## src/mrfc_pkg.sv

```systemverilog
package mrfc_pkg;

  localparam logic [15:0] CRC_INIT = 16'hFFFF;
  localparam logic [15:0] CRC_POLY = 16'hA001;
  localparam logic [15:0] CRC_LSB  = 16'h0001;
  localparam int unsigned MIN_FRAME_BYTES = 4;

  localparam logic [1:0] REG_FIRST_ADDR  = 2'd0;
  localparam logic [1:0] REG_SECOND_ADDR = 2'd1;
  localparam logic [1:0] REG_READ_CODE   = 2'd2;
  localparam logic [1:0] REG_WRITE_CODE  = 2'd3;

  typedef enum logic [2:0] {
    ST_OK           = 3'd0,
    ST_CRC_ERROR    = 3'd1,
    ST_ADDR_UNKNOWN = 3'd2,
    ST_FUNC_UNKNOWN = 3'd3,
    ST_TOO_SHORT    = 3'd4
  } status_t;

  typedef enum logic [1:0] {
    DEV_NONE   = 2'd0,
    DEV_FIRST  = 2'd1,
    DEV_SECOND = 2'd2
  } dev_t;

  typedef enum logic [1:0] {
    KIND_READ  = 2'd0,
    KIND_WRITE = 2'd1,
    KIND_OTHER = 2'd2
  } kind_t;

  typedef struct packed {
    logic [7:0] first_addr;
    logic [7:0] second_addr;
    logic [7:0] read_code;
    logic [7:0] write_code;
  } cfg_t;

  // Everything the back end needs to judge one frame.
  typedef struct packed {
    logic        too_short;
    logic [15:0] crc;
    logic [7:0]  tail_lo;
    logic [7:0]  tail_hi;
    logic [7:0]  addr;
    logic [7:0]  func;
  } summary_t;

  typedef struct packed {
    status_t     status;
    dev_t        dev;
    kind_t       kind;
    logic [15:0] crc;
  } result_t;

  function automatic logic [15:0] crc_fold(input logic [15:0] crc_in, input logic [7:0] b);
    logic [15:0] c;
    c = crc_in ^ {8'h00, b};
    for (int k = 0; k < 8; k++) begin
      if ((c & CRC_LSB) != 16'h0000) begin
        c = (c >> 1) ^ CRC_POLY;
      end else begin
        c = c >> 1;
      end
    end
    return c;
  endfunction

endpackage

```

## src/mrfc_front.sv

```systemverilog
module mrfc_front #(
  parameter int MAX_FRAME_BYTES = 256
) (
  input  logic              clk,
  input  logic              rst,
  input  logic              s_tvalid,
  output logic              s_tready,
  input  logic [7:0]        s_tdata,
  input  logic              s_tlast,
  output logic              push_valid,
  input  logic              push_ready,
  output mrfc_pkg::summary_t push_data
);

  localparam int CW = $clog2(MAX_FRAME_BYTES + 1);

  logic [15:0]   crc;
  logic [7:0]    tail0;
  logic [7:0]    tail1;
  logic [CW-1:0] count;
  logic [7:0]    addr;
  logic [7:0]    func;

  logic [15:0]   crc_next;
  logic [CW-1:0] count_next;
  logic [7:0]    addr_next;
  logic [7:0]    func_next;
  logic          accept;

  assign s_tready = push_ready;
  assign accept   = s_tvalid && s_tready;

  always_comb begin
    crc_next   = (count >= CW'(2)) ? mrfc_pkg::crc_fold(crc, tail0) : crc;
    count_next = (count < CW'(MAX_FRAME_BYTES)) ? count + CW'(1) : count;
    addr_next  = (count == CW'(0)) ? s_tdata : addr;
    func_next  = (count == CW'(1)) ? s_tdata : func;
  end

  assign push_valid          = accept && s_tlast;
  assign push_data.too_short = count_next < CW'(mrfc_pkg::MIN_FRAME_BYTES);
  assign push_data.crc       = crc_next;
  assign push_data.tail_lo   = tail1;
  assign push_data.tail_hi   = s_tdata;
  assign push_data.addr      = addr_next;
  assign push_data.func      = func_next;

  always_ff @(posedge clk) begin
    if (rst) begin
      crc   <= mrfc_pkg::CRC_INIT;
      tail0 <= 8'h00;
      tail1 <= 8'h00;
      count <= '0;
      addr  <= 8'h00;
      func  <= 8'h00;
    end else if (accept) begin
      if (s_tlast) begin
        crc   <= mrfc_pkg::CRC_INIT;
        tail0 <= 8'h00;
        tail1 <= 8'h00;
        count <= '0;
        addr  <= 8'h00;
        func  <= 8'h00;
      end else begin
        crc   <= crc_next;
        tail0 <= tail1;
        tail1 <= s_tdata;
        count <= count_next;
        addr  <= addr_next;
        func  <= func_next;
      end
    end
  end

endmodule

```

## src/mrfc_queue.sv

```systemverilog
module mrfc_queue (
  input  logic               clk,
  input  logic               rst,
  input  logic               push_valid,
  output logic               push_ready,
  input  mrfc_pkg::summary_t push_data,
  output logic               pop_valid,
  input  logic               pop_ready,
  output mrfc_pkg::summary_t pop_data
);

  mrfc_pkg::summary_t mem [2];
  logic       wr_ptr;
  logic       rd_ptr;
  logic [1:0] fill;
  logic       do_push;
  logic       do_pop;

  assign push_ready = fill != 2'd2;
  assign pop_valid  = fill != 2'd0;
  assign pop_data   = mem[rd_ptr];
  assign do_push    = push_valid && push_ready;
  assign do_pop     = pop_valid && pop_ready;

  always_ff @(posedge clk) begin
    if (do_push) begin
      mem[wr_ptr] <= push_data;
    end
  end

  always_ff @(posedge clk) begin
    if (rst) begin
      wr_ptr <= 1'b0;
      rd_ptr <= 1'b0;
      fill   <= 2'd0;
    end else begin
      if (do_push) begin
        wr_ptr <= ~wr_ptr;
      end
      if (do_pop) begin
        rd_ptr <= ~rd_ptr;
      end
      if (do_push && !do_pop) begin
        fill <= fill + 2'd1;
      end else if (do_pop && !do_push) begin
        fill <= fill - 2'd1;
      end
    end
  end

endmodule

```

## src/mrfc_back.sv

```systemverilog
module mrfc_back (
  input  logic               clk,
  input  logic               rst,
  input  mrfc_pkg::cfg_t     cfg,
  input  logic               pop_valid,
  output logic               pop_ready,
  input  mrfc_pkg::summary_t pop_data,
  output logic               m_tvalid,
  input  logic               m_tready,
  output mrfc_pkg::result_t  result
);

  mrfc_pkg::result_t result_next;

  assign pop_ready = !m_tvalid || m_tready;

  always_comb begin
    result_next.status = mrfc_pkg::ST_OK;
    result_next.dev    = mrfc_pkg::DEV_NONE;
    result_next.kind   = mrfc_pkg::KIND_OTHER;
    result_next.crc    = pop_data.crc;
    priority if (pop_data.too_short) begin
      result_next.status = mrfc_pkg::ST_TOO_SHORT;
    end else if (pop_data.tail_lo != pop_data.crc[7:0] ||
                 pop_data.tail_hi != pop_data.crc[15:8]) begin
      result_next.status = mrfc_pkg::ST_CRC_ERROR;
    end else if (pop_data.addr == cfg.first_addr || pop_data.addr == cfg.second_addr) begin
      result_next.dev = (pop_data.addr == cfg.first_addr) ? mrfc_pkg::DEV_FIRST
                                                           : mrfc_pkg::DEV_SECOND;
      priority if (pop_data.func == cfg.read_code) begin
        result_next.kind = mrfc_pkg::KIND_READ;
      end else if (pop_data.func == cfg.write_code) begin
        result_next.kind = mrfc_pkg::KIND_WRITE;
      end else begin
        result_next.status = mrfc_pkg::ST_FUNC_UNKNOWN;
      end
    end else begin
      result_next.status = mrfc_pkg::ST_ADDR_UNKNOWN;
    end
  end

  always_ff @(posedge clk) begin
    if (rst) begin
      m_tvalid <= 1'b0;
    end else if (pop_ready) begin
      m_tvalid <= pop_valid;
    end
  end

  always_ff @(posedge clk) begin
    if (pop_ready && pop_valid) begin
      result <= result_next;
    end
  end

endmodule

```

## src/modbus_rtu_frame_checker_top.sv

```systemverilog
// Modbus RTU frame checker.
// Received bytes enter on the s_ channel, one byte per request, with s_tlast
// set on the final byte of a frame. The block keeps a CRC-16 (0xFFFF start,
// reflected polynomial 0xA001) over all bytes but the last two and compares
// those two with it, low byte first. It then matches the first byte against
// the two device addresses and the second byte against the read and write
// function codes. Each frame yields exactly one status request on the m_
// channel; no other byte yields anything.
// A byte is taken every cycle while the queue has room. The status of
// a frame goes from its final byte through a two-entry frame queue and an
// output register to m_tvalid. When the receiver stalls, finished frames
// collect in the queue, and s_tready drops only when the queue is full.
// Reset clears the frame state, empties the queue and drops m_tvalid; the
// registers return to addresses 1 and 2 and function codes 3 and 6. The
// registers are written over the APB port; the user must write them only
// while no frame is in flight, and the block does not enforce this.
module modbus_rtu_frame_checker_top #(
  parameter int MAX_FRAME_BYTES = 256
) (
  input  logic        clk,
  input  logic        rst,
  input  logic        s_tvalid,
  output logic        s_tready,
  input  logic [7:0]  s_tdata,   // [7:0] data_byte
  input  logic        s_tlast,
  output logic        m_tvalid,
  input  logic        m_tready,
  // [2:0] frame_status, [4:3] device_index, [6:5] function_kind,
  // [22:7] computed_crc, [23] zero
  output logic [23:0] m_tdata,
  input  logic        psel,
  input  logic        penable,
  input  logic        pwrite,
  input  logic [3:0]  paddr,
  input  logic [31:0] pwdata,
  output logic [31:0] prdata,
  output logic        pready
);

  mrfc_pkg::cfg_t     cfg;
  mrfc_pkg::summary_t push_data;
  mrfc_pkg::summary_t pop_data;
  mrfc_pkg::result_t  result;
  logic               push_valid;
  logic               push_ready;
  logic               pop_valid;
  logic               pop_ready;
  logic [1:0]         reg_index;
  logic [7:0]         read_byte;

  assign pready    = 1'b1;
  assign reg_index = paddr[3:2];

  always_ff @(posedge clk) begin
    if (rst) begin
      cfg.first_addr  <= 8'd1;
      cfg.second_addr <= 8'd2;
      cfg.read_code   <= 8'd3;
      cfg.write_code  <= 8'd6;
    end else if (psel && penable && pwrite && pready) begin
      unique case (reg_index)
        mrfc_pkg::REG_FIRST_ADDR:  cfg.first_addr  <= pwdata[7:0];
        mrfc_pkg::REG_SECOND_ADDR: cfg.second_addr <= pwdata[7:0];
        mrfc_pkg::REG_READ_CODE:   cfg.read_code   <= pwdata[7:0];
        mrfc_pkg::REG_WRITE_CODE:  cfg.write_code  <= pwdata[7:0];
        default: ;
      endcase
    end
  end

  always_comb begin
    unique case (reg_index)
      mrfc_pkg::REG_FIRST_ADDR:  read_byte = cfg.first_addr;
      mrfc_pkg::REG_SECOND_ADDR: read_byte = cfg.second_addr;
      mrfc_pkg::REG_READ_CODE:   read_byte = cfg.read_code;
      mrfc_pkg::REG_WRITE_CODE:  read_byte = cfg.write_code;
      default:                   read_byte = 8'h00;
    endcase
  end

  assign prdata = {24'h000000, read_byte};

  mrfc_front #(
    .MAX_FRAME_BYTES(MAX_FRAME_BYTES)
  ) u_front (
    .clk        (clk),
    .rst        (rst),
    .s_tvalid   (s_tvalid),
    .s_tready   (s_tready),
    .s_tdata    (s_tdata),
    .s_tlast    (s_tlast),
    .push_valid (push_valid),
    .push_ready (push_ready),
    .push_data  (push_data)
  );

  mrfc_queue u_queue (
    .clk        (clk),
    .rst        (rst),
    .push_valid (push_valid),
    .push_ready (push_ready),
    .push_data  (push_data),
    .pop_valid  (pop_valid),
    .pop_ready  (pop_ready),
    .pop_data   (pop_data)
  );

  mrfc_back u_back (
    .clk       (clk),
    .rst       (rst),
    .cfg       (cfg),
    .pop_valid (pop_valid),
    .pop_ready (pop_ready),
    .pop_data  (pop_data),
    .m_tvalid  (m_tvalid),
    .m_tready  (m_tready),
    .result    (result)
  );

  assign m_tdata = {1'b0, result.crc, result.kind, result.dev, result.status};

endmodule

```

## config.mk

```make
export PLATFORM = sky130hd
export DESIGN_NAME = modbus_rtu_frame_checker_top
export DESIGN_NICKNAME = d
export VERILOG_FILES = /design/src/mrfc_pkg.sv /design/src/mrfc_front.sv /design/src/mrfc_queue.sv /design/src/mrfc_back.sv /design/src/modbus_rtu_frame_checker_top.sv
export SDC_FILE = /design/constraint.sdc
export NUM_CORES = 1
export LEC_CHECK = 0
export ABC_AREA = 1
export CAP_MARGIN = 20
export CORE_ASPECT_RATIO = 0.8
export CORE_MARGIN = 2
export CORE_UTILIZATION = 63
export CTS_CLUSTER_SIZE = 20
export DETAILED_ROUTE_END_ITERATION = 10
export DONT_BUFFER_PORTS = 1
export HOLD_SLACK_MARGIN = 0.03
export PLACE_DENSITY = 0.79
export SYNTH_ARGS = -nofsm -noshare
export SYNTH_HDL_FRONTEND = slang
export SYNTH_SLANG_ARGS = --single-unit
```

## constraint.sdc

```tcl
create_clock -name clk -period 3.6 [get_ports clk]
set_input_delay 0 -clock clk [delete_from_list [all_inputs] [get_ports clk]]
set_output_delay 0 -clock clk [all_outputs]
set_load 0.03 [all_outputs]
```

### Word-level counts from Yosys, hierarchy flattened

Memory sizes are Yosys's and may differ from the RTL's. A register that Yosys moved wholly into a read port is not among the register bits.
Cells that the tools add are included.

* $add $sub $neg: 3
* multipliers: 0
* div/mod/pow operators: 0
* $lt $le $gt $ge: 3
* eq/ne operators: 11
* shift-type cells: 0
* multiplexer cells: 32
* bitwise gates (word level): 12
* reductions and logical operators: 25

Operator list (count)
* 16-bit two-way mux: 10
* 8-bit two-way mux: 6
* 8-bit == test: 4
* 8-bit one-hot mux with 4 select lines: 1
* 2-bit NOT with 3-bit output: 8
* 9-bit two-way mux: 2
* 8-bit != test: 2
* 16-bit by 8-bit bitwise XOR with 16-bit output: 1
* 2-bit two-way mux: 7
* 9-bit by 1-bit adder with 9-bit output (second input constant): 1
* 9-bit by 1-bit == test with 1-bit output (second input constant): 1
* 9-bit by 2-bit >= comparator with 1-bit output (second input constant): 1
* 9-bit logical NOT: 1
* 9-bit by 3-bit less-than comparator with 1-bit output (second input constant): 1
* 9-bit less-than comparator (second input constant): 1
* 1-bit logical AND: 8
* 2-bit AND reduction: 4
* 3-bit two-way mux: 2
* 2-bit == test (second input constant): 2
* 1-bit two-way mux: 4
* 2-bit nonzero test: 2
* 4-bit OR reduction: 1
* 1-bit logical NOT: 3
* 1-bit logical OR: 3
* other kinds (8): 10

* bits in registers: 117
* latch bits: 0
* bits in writable memories: 98
* bits in read-only memories: 0
* input bits: 52
* logic and storage cells: 107
* memories: 1

Memory list
* u_queue.mem: depth 2, bits a word 49, rd ports 1, clocked after Yosys merged registers in 1, wr ports 1, RTL line mrfc_queue.sv:12 `mrfc_pkg::summary_t mem [2];`

### Logic depth before layout (Yosys ltp)

Gate-level depths: netlist of run 1.

* depth in word-level cells: 19
* gate-level depth with buffers: 15
* mapped depth without buffers: 15

### Cells and area by module

Synthesis of run 1 repeated with hierarchy kept, for this count alone.

* cells, all modules: 1126
* area, all modules: 10273.6 um^2

Modules (own cells, without submodules)
* mrfc_queue: times used 1, cells each 189, area an instance 3819.9 um^2
* mrfc_front: times used 1, cells each 470, area an instance 3119.2 um^2
* modbus_rtu_frame_checker_top: times used 1, cells each 260, area an instance 1774.2 um^2
* mrfc_back: times used 1, cells each 207, area an instance 1560.2 um^2

### Least setup slack after synthesis of run 1

OpenSTA, ideal clock, no wires.

* path type: register -> register
* from: reg u_queue.fill[0]
* to: mem u_queue.mem[0][0] (netlist bit), enable pin
* arrival time: 3128 ps
* slack: 16 ps
* stages on the path, launching flop included: 7
* buffers on the path: 0
* clock period less this slack: 3584 ps
* cell sequence: dfxtp_1 inv_1 nand2_1 nand2_2 nor2_1 inv_1 nor2_1

* word-level cells in the longest chain between the ends: 6

Ends and longest elaborated chain
* start, declared: RTL line mrfc_queue.sv:15 `logic [1:0] fill;`
* start signal, assigned: RTL line mrfc_queue.sv:44 `fill <= fill + 2'd1;`
* start signal, assigned: RTL line mrfc_queue.sv:46 `fill <= fill - 2'd1;`
* 2-bit != test (*): RTL line mrfc_queue.sv:19 `assign push_ready = fill != 2'd2;`
* net s_tready: RTL line modbus_rtu_frame_checker_top.sv:23 `output logic s_tready,`
* 1-bit logical AND: RTL line mrfc_front.sv:31 `assign accept = s_tvalid && s_tready;`
* 1-bit logical AND: RTL line mrfc_front.sv:40 `assign push_valid = accept && s_tlast;`
* 1-bit logical AND (*): RTL line mrfc_queue.sv:22 `assign do_push = push_valid && push_ready;`
* net u_queue.do_push: RTL line mrfc_queue.sv:16 `logic do_push;`
* 1-bit two-way mux (*): RTL line mrfc_queue.sv:26 `if (do_push) begin`
* 1-bit two-way mux (implied by the code) (*): RTL line mrfc_queue.sv:27 `mem[wr_ptr] <= push_data;`
* end, declared: RTL line mrfc_queue.sv:12

The timed path passes the listed nets; every way through them passes the cells marked *.

### Worst setup path after layout of run 1

* from: reg u_queue.fill[0]
* to: reg u_front.func[4]

* word-level cells in the longest chain between the ends: 2

Ends and longest elaborated chain
* 2-bit != test: RTL line mrfc_queue.sv:19
* net s_tready: RTL line modbus_rtu_frame_checker_top.sv:23
* 1-bit logical AND: RTL line mrfc_front.sv:31
* end signal, assigned: RTL line mrfc_front.sv:70 `func <= func_next;`
* end, declared: RTL line mrfc_front.sv:22 `logic [7:0] func;`

The timed path passes the listed nets, and every way through them passes these cells.
A chain may end at the register's enable or synchronous reset.

==> results.yml, run 1 <==
outcome:
  status: "completed"
pwr:
  power_density_nw_per_um2: 645
  peakVddDrop_mv: 0.427
  power.total_mw: 7.03
  p_leak_nw: 4.27
drt:
  dr_total_vias: 7197
  dr_wl_met2_um: 8450
  avgViaCountPerCell: 5.36
  ant_nets: 0
  drtIter0Drc: 763
  post_drt_wl_per_cell_um: 14.9
  drcViolationCount: 0
  drt-pass1-iter-count: 5
  wl_met1_um: 9540
  drt_wl_total_um: 20000
  route.met3.wl_um: 1610
  top_layer: "met4"
sta:
  hold_viol: 0
  tightestPinTransition_ns: 1.06
  period_needed_ns: 2.73
  fin_skew_ns: 0.00977
  max_slew_margin: 0.287
  rsz0062_at_grt: "false"
  tns_ns: 0
  maxSlewViolCount: 0
  setup_ws_ns: 0.870
  fmax_mhz: 366
  finalSetupViolCount: 0
  min_period_over_period: 0.758
setup_path:
  cpLargestDelayFamily: "buffers and inverters"
  cpMaxStageDelayCell: "dlygate4sd3_1"
  cp_cell_sequence: "inv_1 -> nand2_1 -> nand2_2 -> buf_4 -> nor2_2 -> buf_4 -> nand2_1 -> a21oi_1 -> dlygate4sd3_1"
  critPathLaunchType: "register"
  critPathRequiredTime_ns: 4.04
  path_max_fanout: 35
  critPathBufInv: 4
  slowest_delay_ns: 0.56
  crit_arrival_ns: 3.17
  crit_path_end_kind: "register"
  worstSetupPathType: "reg2reg"
cts:
  ctsResizeCount: 0
  path_clk_slew_ns: 0.07
  cts_sinks: 216
  post_cts_buffers: 0
  cts.htree.levels: 1
  clk_latency_ns: 0.49
  max-clock-path-buffers: 3
  cts_made_buffers: 21
  cts_tree: "built"
  clockRootBuffer: "clkbuf_16"
  ctsHoldBuffers: 37
job:
  drv_cap: 0
synth:
  synth.top_cell.area_share: 0.371
  ys_ff_latch: 216
  synth_flop_cell: "edfxtp_1"
  synthArstFlopShare: 0
  synth.largest_area_cell: "edfxtp_1"
  netlist_area_um2: 9800
  yosys-top-cells-count: "nand2_1, inv_1, edfxtp_1"
  syn_avg_cell_area_um2: 9.02
  yosys_warnings: 0
  yosysMostFrequentCell: "nand2_1"
  synthDistinctLibCells: 42
  synth_edf_count: 121
  synth_top_cells_by_area: "edfxtp_1, dfxtp_1, nand2_1"
  yosysSeqAreaShare: 0.565
  synthCells: 1086
place:
  dp_hpwl_um: 13500
  pre_cts_ws_ns: 1.17
  gp_congestion: 0.923
  port_buffers: 0
global_route:
  grt_pass1_wl_um: 32000
  antenna_found_initial: 0
  grt_use_total: 0.245
  grt.overflow.total: 0
  grt_max_degree: 49
  first_global_vias: 6306
floorplan:
  initial_core_util: 0.648
  dieArea_um2: 16600
  coreArea_um2: 15100
  die_y_um: 116
  die_w_um: 143
  num_rows: 40
  ios: 111
cells_and_area:
  multi_input_area_um2: 3460
  register_area_um2: 5540
  finalNetCount: 1174
  fill_cells: 1079
  drive_gt1_frac: 0.0654
  area.growth.synth_to_final_pct: 11.1
worst_hold_path:
  hp-class: "in2reg"
[metrics by stage]
| step | utilization | instances | hold slack [ns] | area (um2) |
|---|---|---|---|---|
| 4_1_cts | 0.720 | 1342 | 0.0471 | 10900 |
| 5_1_grt | 0.720 | 1342 | 0.131 | 10900 |
| 2_1_floorplan | - | 1110 | 0.0989 | 9890 |
| 3_5_place_dp | 0.654 | 1268 | 0.0754 | 9880 |
| 3_3_place_gp | 0.654 | 1268 | 0.0745 | 9880 |
| 6_report | 0.721 | 1343 | 0.0685 | 10900 |
[worst paths after layout]
kind	to	depth (start not counted)	from	slack, ns
max	u_front.func[4]$_SDFFE_PP0P_	9	u_queue.fill[0]$_SDFFE_PP0P_	0.87
min	cfg[23]$_SDFFE_PP0P_	5	paddr[3]	0.07
max reg2reg	u_front.func[4]$_SDFFE_PP0P_	9	u_queue.fill[0]$_SDFFE_PP0P_	0.87
min reg2reg	register	1	u_queue.rd_ptr$_SDFFE_PP0P_	0.46
[kinds of logic (layout without fill, tap and decap cells)]
kind of cell | after synthesis | in the layout | share of synthesized area
buf+inv | 199 | 221 | 0.0940
flops | 216 | 216 | 0.565
simple gates | 393 | 393 | 0.165
compound gates | 217 | 217 | 0.121
xor+xnor | 55 | 55 | 0.0492
other cells | 2 | 27 | 0.000766
fa+ha+maj | 4 | 4 | 0.00511
[tightest hold or removal path, stage by stage]
cell and delay, ns:
nor2_1 0.10, inv_1 0.10, nor2_1 0.12, o21ai_0 0.16
nor2_1 0.04
[cell usage in the layout (no fill, tap or decap), drive strengths merged]
cell type / synthesis / layout
nand2: 277 / 277
and2: 1 / 1
clkinvlp: 0 / 1
dlygate4sd3: 0 / 36
nor3: 6 / 6
or2: 6 / 6
xnor2: 26 / 26
edfxtp: 121 / 121
nand3b: 1 / 1
ha: 4 / 4
o2111ai: 5 / 5
a21oi: 80 / 80
o21a: 2 / 2
buf: 42 / 12
nor2: 69 / 69
o22ai: 1 / 1
inv: 134 / 134
nand4: 6 / 6
a211oi: 1 / 1
o21ai: 120 / 120
conb: 2 / 26
dfxtp: 95 / 95
nand3: 24 / 24
xor2: 29 / 29
diode: 0 / 1
clkinv: 2 / 6
bufinv: 0 / 1
a31oi: 1 / 1
o211ai: 7 / 7
clkbuf: 21 / 31
nor3b: 1 / 1
nor4: 2 / 2
[power breakdown]
group          internal, mW  switching, mW  total [mW]
logic                 0.525           1.08        1.61
registers              2.98          0.388        3.37
clock network          1.17          0.875        2.05
[routing by layer]
| layer | GRT usage | vias to the layer above |
|---|---|---|
| met4 | 0.0549 | 0 |
| met5 | 0 | - |
| li1 | - | 3554 |
| met1 | 0.377 | 3335 |
| met2 | 0.363 | 270 |
| met3 | 0.0479 | 38 |
[area by class of cell]
class,instances,area share
flip-flops and latches,216,0.509
multi-input cells,695,0.318
clock buffers,31,0.0526
inverters,136,0.0469
repair buffers,48,0.0448
well taps,210,0.0241
clock inverters,6,0.00517
diodes,1,0.000230
[registers in the layout, indices dropped and copies added (netlist names), named ones only]
name / cells
u_queue.fill: 2
u_front.crc: 16
u_queue.wr_ptr: 1
u_front.addr: 8
u_front.tail1: 8
u_queue.mem: 98
cfg: 32
u_queue.rd_ptr: 1
u_back.m_tvalid: 1
u_front.func: 8
u_front.tail0: 8
u_back.result: 23
u_front.count: 9
No activity file was read; power rests on OpenSTA's default activity.
==> run 2, diff against run 1 <==
Clock period 3.6 ns to 2.8 ns, I/O delays scaled along.
==> results.yml, run 2 (synthesis gave the netlist of run 1 again) <==
outcome:
  status: "completed"
cells_and_area:
  finalNetCount: 1172
  final_cell_area_um2: 11000
  final_common_cell: "nand2_1"
  top_regs: "u_queue.mem: 98 flops, cfg: 32 flops, u_back.result: 23 flops"
  drive_gt1_frac: 0.0769
  layout_common_cells: "nand2_1, inv_1, edfxtp_1, o21ai_0, dfxtp_1"
  largest_reg_flops: 98
  top_register: "u_queue.mem"
  final_cells: 1342
  postLayoutCoreUtil: 0.726
  area.growth.synth_to_final_pct: 12.0
  diodes: 0
setup_path:
  crit_path_end_kind: "register"
  critPathRequiredTime_ns: 3.25
  critPathLaunchType: "register"
  critPathBufInv: 1
  rrSetupSlack_ns: 0.30
  slowest_delay_ns: 0.55
  crit_arrival_ns: 2.95
  cpMaxStageDelayCell: "dlygate4sd3_1"
  worstReg2RegStart: "u_front.count[6]$_SDFFE_PP0P_"
  path_max_fanout: 16
  cpLargestDelayFamily: "simple AND/OR/NAND/NOR gates"
  reg2reg_depth: 6
  cp_cell_sequence: "nor4_4 -> nand3_1 -> o21ai_0 -> nand2_1 -> a21oi_1 -> dlygate4sd3_1"
  worstSetupPathType: "reg2reg"
  r2r_end: "u_front.addr[1]$_SDFFE_PP0P_"
cts:
  post_cts_buffers: 0
  cts.htree.levels: 1
  cts_tree: "built"
  path_clk_slew_ns: 0.06
  clockRootBuffer: "clkbuf_16"
  cts_sinks: 216
  max-clock-path-buffers: 3
  ctsResizeCount: 0
  clk_latency_ns: 0.51
  cts_made_buffers: 22
sta:
  min_period_over_period: 0.892
  finalSetupViolCount: 0
  period_needed_ns: 2.50
  tightestPinTransition_ns: 1.01
  rsz0062_at_grt: "false"
  hold_viol: 0
  fin_skew_ns: 0.0171
  setup_ws_ns: 0.302
  fmax_mhz: 400
  max_slew_margin: 0.322
  maxSlewViolCount: 0
job:
  drv_cap: 0
drt:
  ant_nets: 0
  avgViaCountPerCell: 5.32
  post_drt_wl_per_cell_um: 15.3
  drt_wl_total_um: 20600
  drtIter0Drc: 571
  drt-pass1-iter-count: 7
  dr_total_vias: 7145
  drcViolationCount: 0
global_route:
  grt_use_total: 0.251
  antenna_found_initial: 0
  first_global_vias: 6499
  grt.overflow.total: 0
  grt_pass1_wl_um: 32600
  grt_max_degree: 63
place:
  port_buffers: 0
  dp_hpwl_um: 13400
  place_area_um2: 9900
  pre_cts_ws_ns: 0.495
  gp_congestion: 0.918
  placed_cells: 1272
floorplan:
  die_y_um: 116
  ios: 111
  num_rows: 40
  dieArea_um2: 16600
  die_w_um: 143
  initial_core_util: 0.648
  coreArea_um2: 15100
worst_hold_path:
  hp-class: "in2reg"
  min_from: "paddr[3]"
  hold_depth: 5
  hold_path_end: "cfg[16]$_SDFFE_PP0P_"
pwr:
  power_density_nw_per_um2: 865
  peakVddDrop_mv: 0.627
  p_leak_nw: 4.33
-- run 2: where the power goes --
| group | internal (mW) | total (mW) | leakage [nW] | switching, mW |
|---|---|---|---|---|
| Combinational | 0.672 | 2.05 | 2.08 | 1.38 |
| Sequential | 3.84 | 4.36 | 1.86 | 0.519 |
| Clock | 1.90 | 3.08 | 0.384 | 1.18 |
| Total | 6.41 | 9.49 | 4.33 | 3.08 |
-- run 2: final cells by class --
class                           instances  area (um2)
Clock buffer                           27         601
Timing Repair Buffer                   45         435
Tap cell                              210         263
Multi-Input combinational cell        695        3460
Fill cell                            1079        4140
Clock inverter                         13         168
Sequential cell                       216        5540
Inverter                              136         510
-- run 2: worst max path at each step --
| stage | startpoint | cells after the start | to | slack [ns] |
|---|---|---|---|---|
| final | u_front.count[6]$_SDFFE_PP0P_ | 6 | u_front.addr[1]$_SDFFE_PP0P_ | 0.30 |
| after global routing | u_front.count[6]$_SDFFE_PP0P_ | 6 | u_front.addr[1]$_SDFFE_PP0P_ | 0.09 |
| after CTS | u_front.count[8]$_SDFFE_PP0P_ | 6 | u_front.addr[1]$_SDFFE_PP0P_ | 0.36 |
| after detailed placement | register | 10 | u_back.result[17]$_SDFFCE_PP1P_ | 0.49 |
| after global placement | register | 10 | u_back.result[17]$_SDFFCE_PP1P_ | 0.54 |
| after floorplan | u_queue.fill[0]$_SDFFE_PP0P_ | 6 | u_queue.mem[0][0]$_DFFE_PP_ | -0.78 |
-- run 2: per-stage QoR --
stage	hold WS (ns)	setup TNS, ns	total power [mW]
after floorplan	0.0989	-76.82	5.99
after global placement	0.0741	0	6.34
after detailed placement	0.0757	0	6.38
after CTS	0.0329	0	9.51
after global routing	0.0995	0	9.94
final	0.0620	0	9.49
-- run 2: worst min-delay path, cell delays in order --
cell and delay [ns]:
nor2_1 0.10, inv_1 0.10, nor2_1 0.12, o21ai_0 0.16, nor2_1 0.04
-- run 2: what timing repair did --
action | CTS | global route
setup endpoints to repair | 0 | 0
hold buffers | 30 | 0
hold endpoints to repair | 125 | 0
-- run 2: per-layer routing --
layer	vias up	routed length [um]	track usage
met2	283	9080	0.394
met5	-	0	0
met4	0	255	0.0458
met3	26	1720	0.0455
li1	3555	-	-
met1	3281	9500	0.375
==> run 3, diff against run 2 <==
Settings changed: CORE_UTILIZATION 63 to 66, CTS_BUF_LIST set to sky130_fd_sc_hd__clkbuf_4, PLACE_DENSITY 0.79 to 0.82, SETUP_SLACK_MARGIN set to 0.4.
==> results.yml, run 3 (synthesis gave the netlist of run 1 again) <==
job:
  drv_cap: 0
cts:
  path_clk_slew_ns: 0.08
  cts.htree.levels: 2
  clk_latency_ns: 0.65
  max-clock-path-buffers: 3
  clockRootBuffer: "clkbuf_4"
  cts_sinks: 216
  cts_tree: "built"
  cts_made_buffers: 51
pwr:
  power_frac_clock: 0.281
  switching_power_mw: 3.24
  switching_share: 0.354
  p_leak_nw: 4.43
  power.internal_mw: 5.90
  power_frac_comb: 0.246
  peakVddDrop_mv: 0.610
  pwr-share-seq: 0.473
  power_density_nw_per_um2: 827
drt:
  drt_wl_total_um: 22200
  post_drt_wl_per_cell_um: 16.0
  dr_total_vias: 7634
  ant_nets: 0
  drcViolationCount: 0
  drtIter0Drc: 770
  avgViaCountPerCell: 5.49
  drt-pass1-iter-count: 5
sta:
  fmax_mhz: 434
  finalSetupViolCount: 0
  hold_viol: 0
  rsz0062_at_grt: "true"
  min_period_over_period: 0.823
  tns_ns: 0
  tightestPinTransition_ns: 0.987
  max_slew_margin: 0.335
  period_needed_ns: 2.31
  fin_skew_ns: 0.0411
  maxSlewViolCount: 0
floorplan:
  die_w_um: 140
  initial_core_util: 0.681
  dieArea_um2: 15800
  ios: 111
  die_y_um: 113
  coreArea_um2: 14400
  num_rows: 39
place:
  gp_congestion: 0.888
  port_buffers: 0
  dp_hpwl_um: 14100
  placed_cells: 1252
cells_and_area:
  final_common_cell: "nand2_1"
  top_register: "u_queue.mem"
  layout_common_cells: "nand2_1, inv_1, edfxtp_1, o21ai_0, dfxtp_1"
  largest_reg_flops: 98
  top_regs: "u_queue.mem: 98 flops, cfg: 32 flops, u_back.result: 23 flops"
  diodes: 0
  area.growth.synth_to_final_pct: 12.7
  fill_cells: 956
  finalNetCount: 1220
  final_cells: 1390
  drive_gt1_frac: 0.115
global_route:
  grt_pass1_wl_um: 35200
  grt_max_degree: 58
  grt_use_total: 0.282
  antenna_found_initial: 0
  grt.overflow.total: 0
  first_global_vias: 7236
setup_path:
  crit_path_end_kind: "register"
  critPathBufInv: 1
  slowest_delay_ns: 0.62
  cpMaxStageDelayCell: "dfxtp_4"
  critPathRequiredTime_ns: 3.19
  cpLargestDelayFamily: "simple AND/OR/NAND/NOR gates"
  cp_cell_sequence: "buf_12 -> nand2_1 -> o21ai_0 -> xnor2_1 -> nand4_1 -> nor2_1 -> nand2_2 -> nor2_4 -> nand3_1"
  critPathLaunchType: "register"
  path_max_fanout: 30
  crit_arrival_ns: 2.70
  worstSetupPathType: "reg2reg"
outcome:
  status: "completed"
worst_hold_path:
  hp-class: "in2reg"
-- run 3: changes by cell type in the layout (fill, tap and decap cells not counted), sizes merged --
cell | before | now
dlygate4sd3 | 29 | 41
clkbuf | 27 | 75
bufinv | 4 | 1
clkinv | 11 | 19
buf | 16 | 23
inv | 134 | 136
-- run 3: path summary, 6_finish.rpt --
kind | startpoint | endpoint | slack (ns) | depth (start not counted)
worst max register to register | register | u_back.result[17]$_SDFFCE_PP1P_ | 0.49 | 9
worst min-delay path | s_tdata[2] | u_queue.mem[1][18]$_DFFE_PP_ | 0.11 | 1
worst max-delay path | register | u_back.result[17]$_SDFFCE_PP1P_ | 0.49 | 9
worst min register to register | u_queue.rd_ptr$_SDFFE_PP0P_ | register | 0.45 | 1
-- run 3: cell type report --
class	count	area (um2)	share of cell area
clock inverter	20	104	0.00940
sequential	216	5540	0.501
tap	184	230	0.0208
multi-input combinational	695	3470	0.314
timing repair buffer	64	633	0.0573
inverter	136	510	0.0462
clock buffer	75	563	0.0510
-- run 3: metal layers --
layer	global-route usage	vias up	wire length, um
li1	-	3684	-
met1	0.386	3498	9290
met2	0.434	404	9830
met3	0.0834	48	2620
met4	0.0983	0	465
met5	0	-	0
-- run 3: power by group through the flow --
stage | clock (mW) | sequential [mW] | combinational (mW)
floorplan | 0 | 4.28 | 1.70
global placement | 0 | 4.41 | 1.98
detailed placement | 0 | 4.42 | 2.04
CTS | 2.57 | 4.36 | 2.11
global route | 2.75 | 4.36 | 2.47
finish | 2.56 | 4.32 | 2.25
-- run 3: worst register-to-register path, delay by kind of cell, from the launching register on --
| kind | cells | cell delay, ns |
|---|---|---|
| XOR/XNOR | 1 | 0.26 |
| buffers and inverters | 1 | 0.25 |
| flip-flops | 1 | 0.62 |
| AND/OR/NAND/NOR | 6 | 0.80 |
| AO/OA/AOI/OAI | 1 | 0.13 |
-- run 3: timing repair --
| action | CTS | global route |
|---|---|---|
| setup buffers | 0 | 1 |
| hold buffers | 42 | 0 |
| endpoints found under the setup margin | 0 | 9 |
| endpoints found under the hold margin | 144 | 0 |
| gates resized for setup | 0 | 3 |
-- run 3: through the flow --
stage	setup slack [ns]	utilization	total power, mW	hold WS, ns	area [um2]
2_1_floorplan	0.0165	-	5.99	0.0989	9900
3_3_place_gp	0.554	0.689	6.39	0.0737	9920
3_5_place_dp	0.468	0.689	6.47	0.0755	9920
4_1_cts	0.441	0.765	9.04	0.0818	11000
5_1_grt	0.356	0.767	9.58	0.0989	11000
6_report	0.494	0.767	9.13	0.112	11000
